==> config.mk <==
export PLATFORM = sky130hd
export DESIGN_NAME = adsr_envelope_three_voice
export DESIGN_NICKNAME = d
export VERILOG_FILES = /design/src/design/adsr_pkg.sv /design/src/design/adsr_envelope_three_voice.sv
export SDC_FILE = /design/constraint.sdc
export NUM_CORES = 1
export LEC_CHECK = 0
export BUFFER_PORTS_ARGS = -buffer_cell sky130_fd_sc_hd__buf_2
export CAP_MARGIN = 20
export CORE_MARGIN = 2
export CORE_UTILIZATION = 35
export DETAILED_ROUTE_END_ITERATION = 10
export PLACE_DENSITY_LB_ADDON = 0.12
export SETUP_SLACK_MARGIN = 0.02
export SLEW_MARGIN = 40
export SYNTH_ARGS = -nofsm -noshare
export SYNTH_HDL_FRONTEND = slang
export SYNTH_SLANG_ARGS = --single-unit
export TNS_END_PERCENT = 20
==> constraint.sdc <==
create_clock -name clk -period 19.65 [get_ports clk]
set_input_delay 3.93 -clock clk [delete_from_list [all_inputs] [get_ports clk]]
set_output_delay 3.93 -clock clk [all_outputs]
set_load 0.02 [all_outputs]
==> src/design/adsr_pkg.sv <==
// Package for the three-voice ADSR envelope generator: constants, step tables, state entry type.
`default_nettype none

package adsr_pkg;

    localparam int DEFAULT_VOICES = 3;

    localparam int AMP_W   = 15;
    localparam int LEVEL_W = 7;
    localparam int STEP_W  = 13;
    localparam int ATK_W   = 14;
    localparam int RECIP_W = 29;
    localparam int PROD_W  = AMP_W + RECIP_W;

    localparam logic [AMP_W-1:0] TOP_LEVEL    = 15'd19000;
    localparam logic [10:0]      SUSTAIN_UNIT = 11'd1266;

    localparam logic [7:0] AD_RESET = 8'h00;
    localparam logic [7:0] SR_RESET = 8'hF0;

    localparam int unsigned ATK_MS [16] = '{
        2, 4, 16, 24, 38, 58, 68, 80, 100, 250, 500, 800, 1000, 3000, 5000, 8000
    };
    localparam int unsigned DR_MS [16] = '{
        6, 24, 48, 72, 114, 168, 204, 240, 300, 750, 1500, 2400, 3000, 9000, 15000, 24000
    };

    // Attack step is a fixed quotient of the top level
    localparam logic [ATK_W-1:0] ATK_STEP [16] = '{
        ATK_W'(TOP_LEVEL / ATK_MS[0]),  ATK_W'(TOP_LEVEL / ATK_MS[1]),
        ATK_W'(TOP_LEVEL / ATK_MS[2]),  ATK_W'(TOP_LEVEL / ATK_MS[3]),
        ATK_W'(TOP_LEVEL / ATK_MS[4]),  ATK_W'(TOP_LEVEL / ATK_MS[5]),
        ATK_W'(TOP_LEVEL / ATK_MS[6]),  ATK_W'(TOP_LEVEL / ATK_MS[7]),
        ATK_W'(TOP_LEVEL / ATK_MS[8]),  ATK_W'(TOP_LEVEL / ATK_MS[9]),
        ATK_W'(TOP_LEVEL / ATK_MS[10]), ATK_W'(TOP_LEVEL / ATK_MS[11]),
        ATK_W'(TOP_LEVEL / ATK_MS[12]), ATK_W'(TOP_LEVEL / ATK_MS[13]),
        ATK_W'(TOP_LEVEL / ATK_MS[14]), ATK_W'(TOP_LEVEL / ATK_MS[15])
    };

    // Reciprocals ceil(2^31 / ms); exact floor quotient for dividends below 2^31 / 24000
    localparam int               RECIP_SHIFT = 31;
    localparam longint unsigned  RECIP_ONE   = 64'h0000_0000_8000_0000;
    localparam logic [RECIP_W-1:0] DR_RECIP [16] = '{
        RECIP_W'((RECIP_ONE + DR_MS[0]  - 1) / DR_MS[0]),
        RECIP_W'((RECIP_ONE + DR_MS[1]  - 1) / DR_MS[1]),
        RECIP_W'((RECIP_ONE + DR_MS[2]  - 1) / DR_MS[2]),
        RECIP_W'((RECIP_ONE + DR_MS[3]  - 1) / DR_MS[3]),
        RECIP_W'((RECIP_ONE + DR_MS[4]  - 1) / DR_MS[4]),
        RECIP_W'((RECIP_ONE + DR_MS[5]  - 1) / DR_MS[5]),
        RECIP_W'((RECIP_ONE + DR_MS[6]  - 1) / DR_MS[6]),
        RECIP_W'((RECIP_ONE + DR_MS[7]  - 1) / DR_MS[7]),
        RECIP_W'((RECIP_ONE + DR_MS[8]  - 1) / DR_MS[8]),
        RECIP_W'((RECIP_ONE + DR_MS[9]  - 1) / DR_MS[9]),
        RECIP_W'((RECIP_ONE + DR_MS[10] - 1) / DR_MS[10]),
        RECIP_W'((RECIP_ONE + DR_MS[11] - 1) / DR_MS[11]),
        RECIP_W'((RECIP_ONE + DR_MS[12] - 1) / DR_MS[12]),
        RECIP_W'((RECIP_ONE + DR_MS[13] - 1) / DR_MS[13]),
        RECIP_W'((RECIP_ONE + DR_MS[14] - 1) / DR_MS[14]),
        RECIP_W'((RECIP_ONE + DR_MS[15] - 1) / DR_MS[15])
    };

    typedef struct packed {
        logic             in_attack;
        logic [AMP_W-1:0] amp;
    } amp_entry_t;

endpackage

`default_nettype wire

==> src/design/adsr_envelope_three_voice.sv <==
// Top level of the multi-voice linear ADSR envelope generator.
//
//  channel   dir  handshake                     content
//  s_*       in   s_tvalid/s_tready             one tick: gate bit per voice
//  m_*       out  m_tvalid/m_tready             envelope level per voice
//  apb       in   psel/penable/pwrite/pready    attack/decay, sustain/release per voice
//
// Voices go one per cycle through a read-modify-write of the amplitude memory; a new tick can be
// accepted while the last voice of the previous one issues.
// At most two ticks are outstanding and s_tready drops until the older one transfers out.
// Reset clears all voices to amplitude zero with attack armed (valid bits, no sweep).
// A write forwarding register covers a read of a voice written in the previous cycle.
`default_nettype none

module adsr_envelope_three_voice
    import adsr_pkg::*;
#(
    parameter int VOICES = DEFAULT_VOICES,
    localparam int S_DATA_W = ((VOICES + 7) / 8) * 8,
    localparam int M_DATA_W = ((LEVEL_W * VOICES + 7) / 8) * 8,
    localparam int ADDR_W   = $clog2(8 * VOICES)
)
(
    input  wire logic                clk,
    input  wire logic                rst_n,

    input  wire logic                s_tvalid,
    output logic                     s_tready,
    input  wire logic [S_DATA_W-1:0] s_tdata,   // gate_voice0, gate_voice1, ... one bit each

    output logic                     m_tvalid,
    input  wire logic                m_tready,
    output logic [M_DATA_W-1:0]      m_tdata,   // level_voice0, level_voice1, ... 7 bits each

    input  wire logic                psel,
    input  wire logic                penable,
    input  wire logic                pwrite,
    input  wire logic [ADDR_W-1:0]   paddr,
    input  wire logic [31:0]         pwdata,
    output logic [31:0]              prdata,
    output logic                     pready
);

    localparam int VW       = (VOICES > 1) ? $clog2(VOICES) : 1;
    localparam int IW       = ADDR_W - 2;
    localparam int NUM_REGS = 2 * VOICES;
    localparam int COLL_W   = LEVEL_W * VOICES;

    // configuration registers
    logic [7:0]   ad_reg [VOICES];
    logic [7:0]   sr_reg [VOICES];
    logic [VOICES-1:0] rearm_reg;
    logic [VOICES-1:0] valid_reg;

    // issue stage
    logic              busy_reg;
    logic [VW-1:0]     voice_reg;
    logic [VOICES-1:0] gates_reg;
    logic [1:0]        outstanding_reg;

    // update stage
    logic              s1_valid_reg;
    logic [VW-1:0]     s1_voice_reg;
    logic              s1_gate_reg;
    logic [AMP_W-1:0]  s1_sus_reg;
    logic [ATK_W-1:0]  s1_atk_reg;
    logic [PROD_W-1:0] s1_prod_reg;
    amp_entry_t        rd_reg;

    amp_entry_t        fwd_entry_reg;
    logic              fwd_valid_reg;
    logic [VW-1:0]     fwd_voice_reg;

    amp_entry_t        amp_mem [VOICES];

    logic [COLL_W-1:0] coll_reg;
    logic              coll_full_reg;
    logic              m_tvalid_reg;
    logic [COLL_W-1:0] m_data_reg;

    // configuration decode
    logic          cfg_wr;
    logic [IW-1:0] cfg_idx;
    logic [VW-1:0] cfg_voice;
    logic          cfg_hit;

    assign pready    = 1'b1;
    assign cfg_wr    = psel && penable && pwrite;
    assign cfg_idx   = paddr[ADDR_W-1:2];
    assign cfg_voice = VW'(cfg_idx >> 1);
    assign cfg_hit   = (32'(cfg_idx) < 32'(NUM_REGS));

    always_comb
    begin
        prdata = '0;
        if (cfg_hit)
        begin
            if (cfg_idx[0])
                prdata = 32'(sr_reg[cfg_voice]);
            else
                prdata = 32'(ad_reg[cfg_voice]);
        end
    end

    // handshake
    logic last_issue;
    logic accept;
    logic out_xfer;

    assign last_issue = busy_reg && (voice_reg == VW'(VOICES - 1));
    assign s_tready   = (!busy_reg || last_issue) && (outstanding_reg < 2'd2);
    assign accept     = s_tvalid && s_tready;
    assign m_tvalid   = m_tvalid_reg;
    assign m_tdata    = M_DATA_W'(m_data_reg);
    assign out_xfer   = m_tvalid_reg && m_tready;

    // issue stage operands
    logic [7:0]         iss_ad;
    logic [7:0]         iss_sr;
    logic               iss_gate;
    logic [AMP_W-1:0]   iss_sus;
    logic [AMP_W-1:0]   iss_dividend;
    logic [RECIP_W-1:0] iss_recip;

    always_comb
    begin
        iss_ad       = ad_reg[voice_reg];
        iss_sr       = sr_reg[voice_reg];
        iss_gate     = gates_reg[voice_reg];
        iss_sus      = AMP_W'(iss_sr[7:4] * SUSTAIN_UNIT);
        iss_dividend = iss_gate ? (TOP_LEVEL - iss_sus) : iss_sus;
        iss_recip    = iss_gate ? DR_RECIP[iss_ad[3:0]] : DR_RECIP[iss_sr[3:0]];
    end

    // update stage
    logic              fwd_hit;
    amp_entry_t        cur_entry;
    logic              cur_attack;
    logic [STEP_W-1:0] dr_step;
    logic [AMP_W:0]    atk_sum;
    logic [AMP_W-1:0]  above_sus;
    amp_entry_t        new_entry;
    logic              last_write;

    always_comb
    begin
        fwd_hit = fwd_valid_reg && (fwd_voice_reg == s1_voice_reg);
        if (fwd_hit)
            cur_entry = fwd_entry_reg;
        else if (valid_reg[s1_voice_reg])
            cur_entry = rd_reg;
        else
        begin
            cur_entry.in_attack = 1'b1;
            cur_entry.amp       = '0;
        end
        cur_attack = cur_entry.in_attack || rearm_reg[s1_voice_reg];
        dr_step    = s1_prod_reg[RECIP_SHIFT +: STEP_W];
        atk_sum    = {1'b0, cur_entry.amp} + (AMP_W + 1)'(s1_atk_reg);
        above_sus  = cur_entry.amp - s1_sus_reg;

        new_entry.in_attack = cur_attack;
        new_entry.amp       = cur_entry.amp;
        if (s1_gate_reg)
        begin
            if (cur_attack)
            begin
                if (atk_sum > (AMP_W + 1)'(TOP_LEVEL))
                begin
                    new_entry.amp       = TOP_LEVEL;
                    new_entry.in_attack = 1'b0;
                end
                else
                    new_entry.amp = atk_sum[AMP_W-1:0];
            end
            else if (cur_entry.amp > s1_sus_reg)
            begin
                // clamp at the sustain level
                if (AMP_W'(dr_step) >= above_sus)
                    new_entry.amp = s1_sus_reg;
                else
                    new_entry.amp = cur_entry.amp - AMP_W'(dr_step);
            end
        end
        else
        begin
            new_entry.in_attack = 1'b1;
            if (AMP_W'(dr_step) >= cur_entry.amp)
                new_entry.amp = '0;
            else
                new_entry.amp = cur_entry.amp - AMP_W'(dr_step);
        end
        last_write = s1_valid_reg && (s1_voice_reg == VW'(VOICES - 1));
    end

    // amplitude memory: one read port, one write port
    always_ff @(posedge clk)
    begin
        if (s1_valid_reg)
            amp_mem[s1_voice_reg] <= new_entry;
        if (busy_reg)
            rd_reg <= amp_mem[voice_reg];
    end

    // datapath registers without reset
    always_ff @(posedge clk)
    begin
        if (accept)
            gates_reg <= s_tdata[VOICES-1:0];
        if (busy_reg)
        begin
            s1_voice_reg <= voice_reg;
            s1_gate_reg  <= iss_gate;
            s1_sus_reg   <= iss_sus;
            s1_atk_reg   <= ATK_STEP[iss_ad[7:4]];
            s1_prod_reg  <= PROD_W'(iss_dividend) * PROD_W'(iss_recip);
        end
        fwd_voice_reg <= s1_voice_reg;
        fwd_entry_reg <= new_entry;
        if (s1_valid_reg)
            coll_reg[s1_voice_reg * LEVEL_W +: LEVEL_W] <= new_entry.amp[AMP_W-1:8];
        if (coll_full_reg && (!m_tvalid_reg || m_tready))
            m_data_reg <= coll_reg;
    end

    // control state
    always_ff @(posedge clk or negedge rst_n)
    begin
        if (!rst_n)
        begin
            for (int v = 0; v < VOICES; v++)
            begin
                ad_reg[v] <= AD_RESET;
                sr_reg[v] <= SR_RESET;
            end
            rearm_reg       <= '0;
            valid_reg       <= '0;
            busy_reg        <= 1'b0;
            voice_reg       <= '0;
            outstanding_reg <= '0;
            s1_valid_reg    <= 1'b0;
            fwd_valid_reg   <= 1'b0;
            coll_full_reg   <= 1'b0;
            m_tvalid_reg    <= 1'b0;
        end
        else
        begin
            // issue sequencer
            if (accept)
            begin
                busy_reg  <= 1'b1;
                voice_reg <= '0;
            end
            else if (last_issue)
                busy_reg <= 1'b0;
            else if (busy_reg)
                voice_reg <= voice_reg + 1'b1;

            outstanding_reg <= outstanding_reg + 2'(accept) - 2'(out_xfer);

            s1_valid_reg  <= busy_reg;
            fwd_valid_reg <= s1_valid_reg;

            if (s1_valid_reg)
            begin
                valid_reg[s1_voice_reg] <= 1'b1;
                rearm_reg[s1_voice_reg] <= 1'b0;
            end

            // hand the finished tick to the output register
            if (coll_full_reg && (!m_tvalid_reg || m_tready))
            begin
                m_tvalid_reg  <= 1'b1;
                coll_full_reg <= last_write;
            end
            else
            begin
                if (out_xfer)
                    m_tvalid_reg <= 1'b0;
                if (last_write)
                    coll_full_reg <= 1'b1;
            end

            if (cfg_wr && cfg_hit)
            begin
                if (cfg_idx[0])
                    sr_reg[cfg_voice] <= pwdata[7:0];
                else
                    ad_reg[cfg_voice] <= pwdata[7:0];
                rearm_reg[cfg_voice] <= 1'b1;
            end
        end
    end

    a_outstanding_bound: assert property (@(posedge clk) disable iff (!rst_n)
        outstanding_reg <= 2'd2)
        else $error("more than two ticks outstanding");

    a_coll_drains: assert property (@(posedge clk) disable iff (!rst_n)
        (coll_full_reg && !m_tvalid_reg && !last_write) |=> !coll_full_reg)
        else $error("finished tick not moved to an empty output register");

    a_out_counted: assert property (@(posedge clk) disable iff (!rst_n)
        (m_tvalid_reg || coll_full_reg) |-> (outstanding_reg != 2'd0))
        else $error("result held with no tick outstanding");

endmodule

`default_nettype wire
After elaboration in Yosys (flattened, before gate mapping)
Memories as Yosys holds them, arrays and structs flattened. A register that Yosys moved wholly into a read port is not among the register bits.
Index checks and enable logic that the tools add are counted.
{"block": "totals", "regBits": 187, "output_inout_bits": 59, "mem_bits_ro": 1152, "ram_bits": 48, "wordCells": 155, "memories": 4}
{"memory": "(name not given)", "words": 16, "width": 29, "rd": 1, "rd_ports_with_merged_regs": 0, "wr": 0, "line": "adsr_envelope_three_voice.sv:132", "source": "iss_recip = iss_gate ? DR_RECIP[iss_ad[3:0]] : DR_RECIP[iss_sr[3:0]];"}
{"memory": "(name not given)", "words": 16, "width": 29, "rd": 1, "rd_ports_with_merged_regs": 0, "wr": 0, "line": "adsr_envelope_three_voice.sv:132"}
{"memory": "(name not given)", "words": 16, "width": 14, "rd": 1, "rd_ports_with_merged_regs": 1, "wr": 0, "line": "adsr_envelope_three_voice.sv:215", "source": "s1_atk_reg <= ATK_STEP[iss_ad[7:4]];"}
{"memory": "amp_mem", "words": 3, "width": 16, "rd": 1, "rd_ports_with_merged_regs": 1, "wr": 1, "line": "adsr_envelope_three_voice.sv:74", "source": "amp_entry_t amp_mem [VOICES];"}
{"block": "op_classes", "n_shift": 2, "addsub": 8, "mux": 58, "reduce_logical": 25, "eq_ne": 4, "magnitude_cmp": 16, "n_mul": 3, "bitwise_logic": 10}
{"cell": "$mux W29", "n": 5}
{"cell": "$mux W15", "n": 6}
{"cell": "$mux W8", "n": 10}
{"cell": "$bmux W8 S2", "n": 4}
{"cell": "$bwmux W24", "n": 2}
{"cell": "$mux W16", "n": 3}
{"cell": "$mul A15 B29 Y44", "n": 1}
{"cell": "$neg A5 Y34", "n": 1}
{"cell": "$shift A7 B34 Y21 const A", "n": 1}
{"cell": "$shiftx A7 B34 Y21", "n": 1}
{"cell": "$mux W32", "n": 1}
{"cell": "$ge A13 B15 Y1", "n": 2}
{"cell": "$bwmux W21", "n": 1}
{"cell": "$add A15 B14 Y16", "n": 1}
{"cell": "$demux W8 S2", "n": 1}
{"cell": "$gt A16 B15 Y1 const B", "n": 1}
{"cell": "$gt A15 B15 Y1", "n": 1}
{"cell": "$mux W1", "n": 15}
{"cell": "$not A4 Y5", "n": 3}
{"cell": "$sub A15 B13 Y15", "n": 1}
{"cell": "$sub A15 B15 Y15", "n": 1}
{"cell": "$sub A15 B15 Y15 const A", "n": 1}
{"cell": "$mul A4 B10 Y14 const B", "n": 1}
{"cell": "$logic_and A1 B1 Y1", "n": 13}
{"cell": "27 further kinds", "n": 49}

Depth between registers and ports, before layout
{"block": "logic_depth", "depth_word": 12, "mapped_depth": 41, "depth_no_buf": 38}

Worst setup path before layout
No wires, ideal clock.
{"block": "synth_timing", "kind": "reg-to-reg", "startpoint": "register voice_reg[1]", "endpoint": "register s1_prod_reg[43] (data pin)", "t_arrival_ns": 9.381, "stages_incl_launch_ff": 40, "setup_ns": 0.265, "period_less_slack_ns": 9.646, "n_path_buf": 4, "path_slack_ns": 10.004, "required_ns": 19.385, "cell_sequence": "dfrtp_1 buf_4 nor2b_1 buf_4 buf_2 nand2_1 o21ai_1 fa_1 fa_1 ha_1 a21o_1 a21oi_1 a211oi_1 o21ai_1 a21boi_1 nor2_1 nand3_1 xnor2_1 [... 4 more ...] fa_1 fa_1 inv_1 fa_1 fa_1 inv_1 fa_1 inv_1 ha_1 inv_1 nor4_1 nand3_1 nor3_1 nand3_1 o2111ai_1 and3_1 a311oi_1 xnor2_1"}
{"block": "synth_between", "word_cells_on_any_way": 22, "cone_classes": "1 x add/sub; 2 x mul; 14 x mux; 3 x bitwise; 2 x memory"}
{"element": "start: declaration", "line": "adsr_envelope_three_voice.sv:57", "source": "logic [VW-1:0] voice_reg;"}
{"element": "start signal: assignment", "line": "adsr_envelope_three_voice.sv:257", "source": "voice_reg <= voice_reg + 1'b1;"}
{"element": "$not A2 Y3 (implied by the code) (*)", "line": "adsr_envelope_three_voice.sv:128", "source": "iss_sr = sr_reg[voice_reg];"}
{"element": "$bmux W8 S2 (*)", "line": "adsr_envelope_three_voice.sv:128"}
{"element": "$mux W8 (implied by the code) (*) (2 in a row)", "line": "adsr_envelope_three_voice.sv:128"}
{"element": "$mul A4 B10 Y14 (*)", "line": "adsr_envelope_three_voice.sv:130", "source": "iss_sus = AMP_W'(iss_sr[7:4] * SUSTAIN_UNIT);"}
{"element": "via iss_sus[11]", "line": "adsr_envelope_three_voice.sv:121", "source": "logic [AMP_W-1:0] iss_sus;"}
{"element": "$sub A15 B15 Y15", "line": "adsr_envelope_three_voice.sv:131", "source": "iss_dividend = iss_gate ? (TOP_LEVEL - iss_sus) : iss_sus;"}
{"element": "$mux W15 (*)", "line": "adsr_envelope_three_voice.sv:131"}
{"element": "$mul A15 B29 Y44 (*)", "line": "adsr_envelope_three_voice.sv:216", "source": "s1_prod_reg <= PROD_W'(iss_dividend) * PROD_W'(iss_recip);"}
{"element": "end signal: assignment", "line": "adsr_envelope_three_voice.sv:216"}
{"element": "end: declaration", "line": "adsr_envelope_three_voice.sv:67", "source": "logic [PROD_W-1:0] s1_prod_reg;"}
Mark *: on every way through the listed nets, which the timed path passes. The rest lies on a longest branch. The select of a mux whose other input is x is not followed.
A chain may end at the register's enable or synchronous reset.

Final worst setup path
{"block": "layout_timing", "startpoint": "register voice_reg[1]", "endpoint": "register s1_prod_reg[43] (data pin)"}
{"block": "layout_between", "word_cells_on_any_way": 22, "cone_classes": "1 x add/sub; 2 x mul; 14 x mux; 3 x bitwise; 2 x memory"}
{"element": "$not A2 Y3 (implied by the code) (*)", "line": "adsr_envelope_three_voice.sv:128"}
{"element": "$bmux W8 S2 (*)", "line": "adsr_envelope_three_voice.sv:128"}
{"element": "$mux W8 (implied by the code) (*) (2 in a row)", "line": "adsr_envelope_three_voice.sv:128"}
{"element": "via iss_sr[6]", "line": "adsr_envelope_three_voice.sv:119", "source": "logic [7:0] iss_sr;"}
{"element": "$mul A4 B10 Y14 (*)", "line": "adsr_envelope_three_voice.sv:130"}
{"element": "via iss_sus[11]", "line": "adsr_envelope_three_voice.sv:121"}
{"element": "$sub A15 B15 Y15", "line": "adsr_envelope_three_voice.sv:131"}
{"element": "$mux W15 (*)", "line": "adsr_envelope_three_voice.sv:131"}
{"element": "$mul A15 B29 Y44 (*)", "line": "adsr_envelope_three_voice.sv:216"}
Marked as above.

==> impl_metrics.json <==
{
  "status": "completed",
  "worst_path_most_repeated_cell": "sky130_fd_sc_hd__fa_1",
  "holdCritPathClass": "reg -> reg",
  "syn_avg_cell_area_sq_um": 9.59,
  "core_region_area_sq_um": 74700,
  "final_layout_size_suffix_gt1_frac": 0.0941,
  "cts_setup_buffers": 0,
  "hold_path_startpoint": "coll_reg[5]",
  "max_clock_freq_ghz": 0.0815,
  "globalRouteTotalUtil": 0.201,
  "flip_flop_count_of_the_largest_register_all_copies_and_words_added": 48,
  "die_area_sq_um": 78000,
  "regArea_sq_um": 6520,
  "final_max_slew_viol_count": 0,
  "cts-buffers-inserted": 27,
  "row_count": 100,
  "yosys-top-cells-count": "sky130_fd_sc_hd__inv_1, sky130_fd_sc_hd__nand2_1, sky130_fd_sc_hd__fa_1",
  "dieHeight_um": 279,
  "synth_seq_cells": 233,
  "multi_input_area_sq_um": 18100,
  "yosysWarningCount": 0,
  "post-route-period-util": 0.625,
  "post_synth_instance_area_sq_um": 26500,
  "overflow": 0,
  "post_drt_via_cell_ratio": 5.22,
  "finalSetupTns_ns": 0,
  "yosysMostFrequentCell": "sky130_fd_sc_hd__inv_1",
  "cell_at_the_root_of_the_clock_tree": "sky130_fd_sc_hd__clkbuf_16",
  "finClkSkew_ns": 0.0167,
  "postSynth.asyncResetShare": 0.270,
  "finalHoldViolCount": 0,
  "avgRoutedWirePerCell_um": 20.4,
  "setup.worst_path.start_class": "flip-flop",
  "port_buffers": 51,
  "drt-initial-drc-count": 1099,
  "setup.worst_path.class": "reg -> reg",
  "cap_viol_max_count": 0,
  "max_slew.worst_pin.slew_ns": 0.872,
  "antenna_found_initial": 1,
  "critical_register_to_register_path_startpoint": "voice_reg[1]",
  "post_synthesis_to_final_layout_area_growth_pct": 8.56,
  "htree_num_levels": 1,
  "antenna_left": 0,
  "worst_ep_arrival_time_ns": 12.60,
  "via_count": 19700,
  "yosys.cell_types.count": 97,
  "grt_first_pass_wirelength_um": 122000,
  "wl_um": 76900,
  "post-route-min-period_ns": 12.28,
  "synth_edf_count": 152,
  "layout.filler_cells": 7480,
  "worst_path_largest_cell_delay_ns": 0.63,
  "dp.final_hpwl_um": 61800,
  "floorplan.io_pins": 111,
  "dr_pass1_iterations": 5,
  "initial_utilization": 0.355,
  "grt_max_degree": 64,
  "clkSinkCount": 233,
  "utilization": 0.385,
  "clock_tree_from_tritoncts": "built",
  "synth_top_cell_area_share": 0.238,
  "setup_repair_after_global_routing_missed_its_margin": "false",
  "synth_top_cells_by_area": "sky130_fd_sc_hd__fa_1, sky130_fd_sc_hd__edfxtp_1, sky130_fd_sc_hd__ha_1",
  "grt_pass1_vias": 20900,
  "critical_path_required_ns": 19.97,
  "cp-end-kind": "flip-flop",
  "antennaDiodeCount": 0,
  "worstPathMaxFanout": 42,
  "postSynth.topFlopCell": "sky130_fd_sc_hd__edfxtp_1",
  "clock_path_buffers": 3,
  "max-slew-margin-rel": 0.419,
  "synth_area_leader_cell": "sky130_fd_sc_hd__fa_1",
  "critPathLaunch": "voice_reg[1]",
  "final_weighted_congestion_in_routability_driven_placement": 0.879,
  "timing.final.setup_violations": 0,
  "worst_setup_hold_path_clk_slew_ns": 0.07,
  "cts_repair_resize_count": 0,
  "synth_seq_area_share": 0.246,
  "syn-instance-count": 2766,
  "width_of_the_die_um": 279,
  "clock_latency_ns": 0.57,
  "slowest_stage": "sky130_fd_sc_hd__fa_1",
  "remaining_drc_errors": 0,
  "final_nets": 3390,
  "cts_hold_repair.buffers": 0
}
[cell type report]
type                    instances  share of cell area
multi-input cells            2019               0.628
flip-flops and latches        233               0.226
inverters                     411              0.0536
well taps                     969              0.0421
clock buffers                  37              0.0248
repair buffers                 93              0.0201
clock inverters                13             0.00474
[routing by layer]
metal	vias up	GRT usage	routed length (um)
met5	-	0	0
met4	0	0.0473	1770
met3	93	0.0123	1800
met2	318	0.376	40400
met1	10000	0.251	33000
li1	9250	-	-
[final timing paths]
path	to	slack [ns]	cells past startpoint
max reg2reg	s1_prod_reg[43]	7.37	36
max	s1_prod_reg[43]	7.37	36
min reg2reg	m_data_reg[5]	0.41	0
max in group asynchronous	voice_reg[0]	15.77	2
min	m_data_reg[5]	0.41	0
min in group asynchronous	outstanding_reg[0]	3.45	2
[critical path: cells and delay by family (launching register included)]
kind,cells,cell delay [ns]
AND/OR/NAND/NOR,9,2.93
adder cells (fa/ha/maj),10,4.50
buffers and inverters,6,1.10
XOR/XNOR,1,0.14
multiplexers,1,0.28
flip-flops,1,0.50
AO/OA/AOI/OAI,9,2.53
[cells by family after synthesis]
family	Yosys count	share of synthesized area
flops	233	0.246
simple gates	747	0.125
xor+xnor	62	0.0210
buf+inv	540	0.0820
compound gates	523	0.133
other cells	2	0.000283
mux	106	0.0426
fa+ha+maj	553	0.350
[stage by stage]
stage / instance area (sq um) / hold WS (ns) / worst slack, ns / cells
detailed placement: 27900 / 0.406 / 7.23 / 3725
global placement: 27900 / 0.404 / 7.04 / 3725
floorplan: 26600 / 0.400 / 10.00 / 2792
CTS: 28800 / 0.415 / 7.20 / 3775
global route: 28800 / 0.416 / 6.52 / 3775
finish: 28800 / 0.410 / 7.37 / 3775
[layout by cell type, fill, tap and decap left out, types with 40 or more instances in the layout]
cell type	synthesis	routed
sky130_fd_sc_hd__nand2_1	317	317
sky130_fd_sc_hd__edfxtp_1	152	152
sky130_fd_sc_hd__buf_4	31	40
sky130_fd_sc_hd__buf_2	13	51
sky130_fd_sc_hd__a21oi_1	134	131
sky130_fd_sc_hd__ha_1	238	238
sky130_fd_sc_hd__fa_1	315	315
sky130_fd_sc_hd__o21a_1	42	42
sky130_fd_sc_hd__nor2_1	209	207
sky130_fd_sc_hd__o21ai_0	89	89
sky130_fd_sc_hd__dfrtp_1	51	48
sky130_fd_sc_hd__mux2i_1	51	50
sky130_fd_sc_hd__mux2_2	53	53
sky130_fd_sc_hd__inv_1	405	404
Power is not shown: default switching activity piles up to over one toggle a cycle in this logic, so the estimate is an artifact.
